<file path="config.mk">
export PLATFORM = sky130hd
export DESIGN_NAME = bmtp_ctrl
export DESIGN_NICKNAME = d
export VERILOG_FILES = /design/src/rtl/core/bmtp_pkg.sv /design/src/rtl/core/bmtp_ctrl.sv
export SDC_FILE = /design/constraint.sdc
export NUM_CORES = 1
export LEC_CHECK = 0
export ABC_AREA = 1
export ABC_CLOCK_PERIOD_IN_PS = 1770
export BUFFER_PORTS_ARGS = -buffer_cell sky130_fd_sc_hd__buf_2
export CORE_AREA = 4 4 41 43
export DETAILED_ROUTE_END_ITERATION = 10
export DIE_AREA = 0 0 45 47
export PLACE_DENSITY = 0.38
export SLEW_MARGIN = 0
export SYNTH_ARGS = -nofsm -noshare
export SYNTH_HDL_FRONTEND = slang
export SYNTH_SLANG_ARGS = --single-unit
</file>
<file path="constraint.sdc">
create_clock -name clk -period 1.77 [get_ports clk]
set_input_delay 0.0885 -clock clk [delete_from_list [all_inputs] [get_ports clk]]
set_output_delay 0.0885 -clock clk [all_outputs]
set_load 0.05 [all_outputs]
</file>
<file path="src/rtl/core/bmtp_pkg.sv">
package bmtp_pkg;

	localparam int MAX_WIDTH  = 1024;
	localparam int MAX_HEIGHT = 1024;
	localparam int MAX_BLOCK  = 64;

	localparam int X_W     = $clog2(MAX_WIDTH);
	localparam int Y_W     = $clog2(MAX_HEIGHT);
	localparam int BLK_W   = $clog2(MAX_BLOCK);
	localparam int SUM_W   = 20;
	localparam int TOTAL_W = SUM_W + BLK_W;
	localparam int PIX_W   = 8;
	localparam int OUT_W   = 12;

	localparam int CFG_DIM_W  = 11;
	localparam int CFG_BLK_W  = 7;
	localparam int CFG_THR_W  = 8;
	localparam int CFG_IDX_W  = 3;
	localparam int CFG_DATA_W = 11;

	localparam int COUNT_W = 2 * CFG_BLK_W;
	localparam int PROD_W  = CFG_THR_W + COUNT_W;

	localparam logic [CFG_DIM_W-1:0] DIM_RESET       = CFG_DIM_W'(1024);
	localparam logic [CFG_BLK_W-1:0] BLK_RESET       = CFG_BLK_W'(1);
	localparam logic [CFG_THR_W-1:0] THRESHOLD_RESET = CFG_THR_W'(127);

	typedef enum logic [CFG_IDX_W-1:0] {
		REG_IMAGE_WIDTH  = 3'd0,
		REG_IMAGE_HEIGHT = 3'd1,
		REG_BLOCK_WIDTH  = 3'd2,
		REG_BLOCK_HEIGHT = 3'd3,
		REG_THRESHOLD    = 3'd4
	} reg_index_t;

	typedef enum logic [2:0] {
		ST_IDLE,
		ST_UPDATE,
		ST_SWEEP,
		ST_DRAIN,
		ST_COMPARE
	} state_t;

	typedef struct packed {
		logic accept;
		logic update;
		logic sweep_read;
		logic result_load;
	} dp_cmd_t;

	typedef struct packed {
		logic block_done;
		logic sweep_last;
		logic out_free;
	} dp_status_t;

endpackage

</file>
<file path="src/rtl/core/bmtp_ctrl.sv">
module bmtp_ctrl
	import bmtp_pkg::*;
(
	input  logic       clk,
	input  logic       arst_n,
	input  logic       s_axis_tvalid,
	output logic       s_axis_tready,
	input  dp_status_t status,
	output dp_cmd_t    cmd
);

	state_t state_q, state_next;

	always_ff @(posedge clk or negedge arst_n) begin
		if (!arst_n) begin
			state_q <= ST_IDLE;
		end else begin
			state_q <= state_next;
		end
	end

	always_comb begin
		state_next = state_q;
		case (state_q)
			ST_IDLE: begin
				if (s_axis_tvalid) state_next = ST_UPDATE;
			end
			ST_UPDATE: begin
				state_next = status.block_done ? ST_SWEEP : ST_IDLE;
			end
			ST_SWEEP: begin
				if (status.sweep_last) state_next = ST_DRAIN;
			end
			ST_DRAIN: begin
				state_next = ST_COMPARE;
			end
			ST_COMPARE: begin
				if (status.out_free) state_next = ST_IDLE;
			end
			default: state_next = ST_IDLE;
		endcase
	end

	always_comb begin
		s_axis_tready   = 1'b0;
		cmd             = '0;
		case (state_q)
			ST_IDLE: begin
				s_axis_tready = 1'b1;
				cmd.accept    = s_axis_tvalid;
			end
			ST_UPDATE:  cmd.update      = 1'b1;
			ST_SWEEP:   cmd.sweep_read  = 1'b1;
			ST_DRAIN:   ;
			ST_COMPARE: cmd.result_load = status.out_free;
			default: ;
		endcase
	end

endmodule

</file>
==> flow_summary.toml <==
[status]
status = "finished clean"

[drt]
route.vias.total = 202
wl_um = 433
via_per_inst = 3.54
drt-initial-drc-count = 1
drc = 0
wl_per_cell_um = 7.60
ant_nets = 0
drt-pass1-iter-count = 2

[sta]
slew_headroom_pct = 83.5
setup_viol = 0
rsz0062_at_grt = "false"
layout_min_cycle_time_ns = 1.38
period_share_pct = 77.8
skew_ns = 0.000334
fin_ws_ns = 0.394
hold_viol = 0
tns_ns = 0
whs_ns = 0.0507
fmax_mhz = 727
tightest_slew_ns = 0.250
slew_viol_final = 0

[logic_synthesis]
netlist_top_cells_area = "dfrtp_1 (43%), inv_1 (15%), nand3_1 (11%), nand2_1 (11%), nor2_1 (8.5%)"
synth_common_cells = "inv_1 (7), nand2_1 (5), nand3_1 (4), nor2_1 (4), dfrtp_1 (3)"
synth_top_area_share_pct = 42.6
synth_area_um2 = 176
syn-num-nets = 33
synth_edf_count = 0
syn_area_per_cell_um2 = 6.53
synthDistinctLibCells = 9
syn_inst = 27
async_reset_ff_share_pct = 100
synth_top_flop_cell = "dfrtp_1"
yosysMostFrequentCell = "inv_1"
ys_ff_latch = 3
synth_largest_area_cell = "dfrtp_1"
yosys_warnings = 0
ys_seq_area_share_pct = 42.6

[finish]
largest_reg_flops = 3
fill_cells = 163
diodes = 0
final_nets = 49
drive_above_1_share_pct = 38.1
ff_latch_area_um2 = 75.1
multi_input_area_um2 = 77.6
top_register = "state_q"
area_growth_pct = 63.1
reg_top3 = "state_q: 3 flops"

[setup_path]
critical_path_class = "reg2out"
critPathCaptureType = "output pin"
max_stage_delay_ns = 0.41
startpoint_type = "flip-flop"
critPathMaxFanout = 5
reg2reg_setup_slack_ns = 0.81
path_cells = "nor2_2 > nand2_1 > nor2_1 > buf_2"
crit_required_ns = 1.68
cp.arrival_ns = 1.29
slowest_stage = "dfrtp_1"

[global_routing]
grtUsageMet3_pct = 4.98
gr-total-overflow = 0
met1_usage_pct = 6.18
grt_busiest_layer = "met2"
grt_pass1_wl_um = 759
grt_usage_pct = 5.15
antenna_found_initial = 0
grt_pass1_vias = 194
grt_use_met2_pct = 7.06
grt_max_degree = 7

[power_and_ir_drop]
ir_drop_v = 0.000733
leakage_uw = 0.000178
power_density_mw_per_mm2 = 2220

[cts]
post_cts_buffers = 0
clk_pin_slew_ns = 0.04
cts_buffers = 3
cts.repair.resized = 0
h-tree-depth = 1
clk_latency_ns = 0.23
cts_tree = "built"
cts_root_buf = "clkbuf_4"
cts_num_sinks = 3
clock_path_buffers = 2

[die]
dieArea_mm2 = 0.00212
core_mm2 = 0.00130
rows = 13
start_util_pct = 13.6
pin_count = 11
die_x_um = 45
die_y_um = 47

[run]
drv_cap = 0

[hold_path]
hold_path_class = "in2reg"

[place]
pre_cts_ws_ns = 0.635
place_congestion = 0.706
io_buffers = 10
## layer usage
metal / share of wire [%] / vias to the layer above
li1: - / 112
met1: 45 / 82
met2: 44 / 8
met3: 11 / 0
met4: 0 / 0
met5: 0 / -
## kinds of logic (layout without fill, tap and decap cells)
group / count (synthesis) / after routing / share of synthesized area [%]
compound gates: 1 / 1 / 2.83
buf+inv: 8 / 23 / 17.0
simple gates: 15 / 15 / 37.6
flops: 3 / 3 / 42.6
## final cells by class
type | instances | share of cell area [%]
Inverter | 8 | 10.4
Tap cell | 15 | 6.52
Clock buffer | 4 | 9.13
Multi-Input combinational cell | 16 | 27.0
Timing Repair Buffer | 11 | 20.9
Sequential cell | 3 | 26.1
## final timing paths
kind,start,endpoint,cells past startpoint
max,state_q[0],cmd[3],4
min,status[2],state_q[1],3
max reg2reg,state_q[0],state_q[0],4
min reg2reg,state_q[2],state_q[0],3
max in group asynchronous,arst_n,state_q[0],2
min in group asynchronous,arst_n,state_q[2],2
## metrics by stage
step | total power (µW) | utilization [%] | cell area, µm² | instances
floorplan | 440 | - | 183 | 27
global placement | 525 | 19.3 | 251 | 52
detailed placement | 519 | 19.3 | 251 | 52
CTS | 648 | 22.1 | 288 | 57
global route | 698 | 22.1 | 288 | 57
finish | 638 | 22.1 | 288 | 57
## repair_timing
item | CTS | global route
setup endpoints to repair | 0 | 0
endpoints found under the hold margin | 3 | 0
hold buffers | 1 | 0
## report_power, final
group | switching, µW | internal [µW] | leakage, µW | total, µW
registers | 39.2 | 99.2 | 0.0000386 | 138
logic | 290 | 91.0 | 0.000124 | 381
clock network | 34.6 | 84.4 | 0.0000150 | 119
## worst max-delay path, delay by kind of cell (launching register included)
| family | cells | cell delay (ns) |
|---|---|---|
| buffers and inverters | 1 | 0.26 |
| flip-flops | 1 | 0.41 |
| AND/OR/NAND/NOR | 3 | 0.39 |
## cell usage in the layout (no fill, tap or decap)
cell type      instances
buf_2                 10
nor2_1                 4
nand2_1                5
nor2_2                 1
inv_1                  7
nor4_2                 1
nand3_1                4
clkbuf_4               3
dfrtp_1                3
inv_2                  1
clkbuf_1               1
o21ai_1                1
dlygate4sd3_1          1
(Power assumes the default switching activity.)
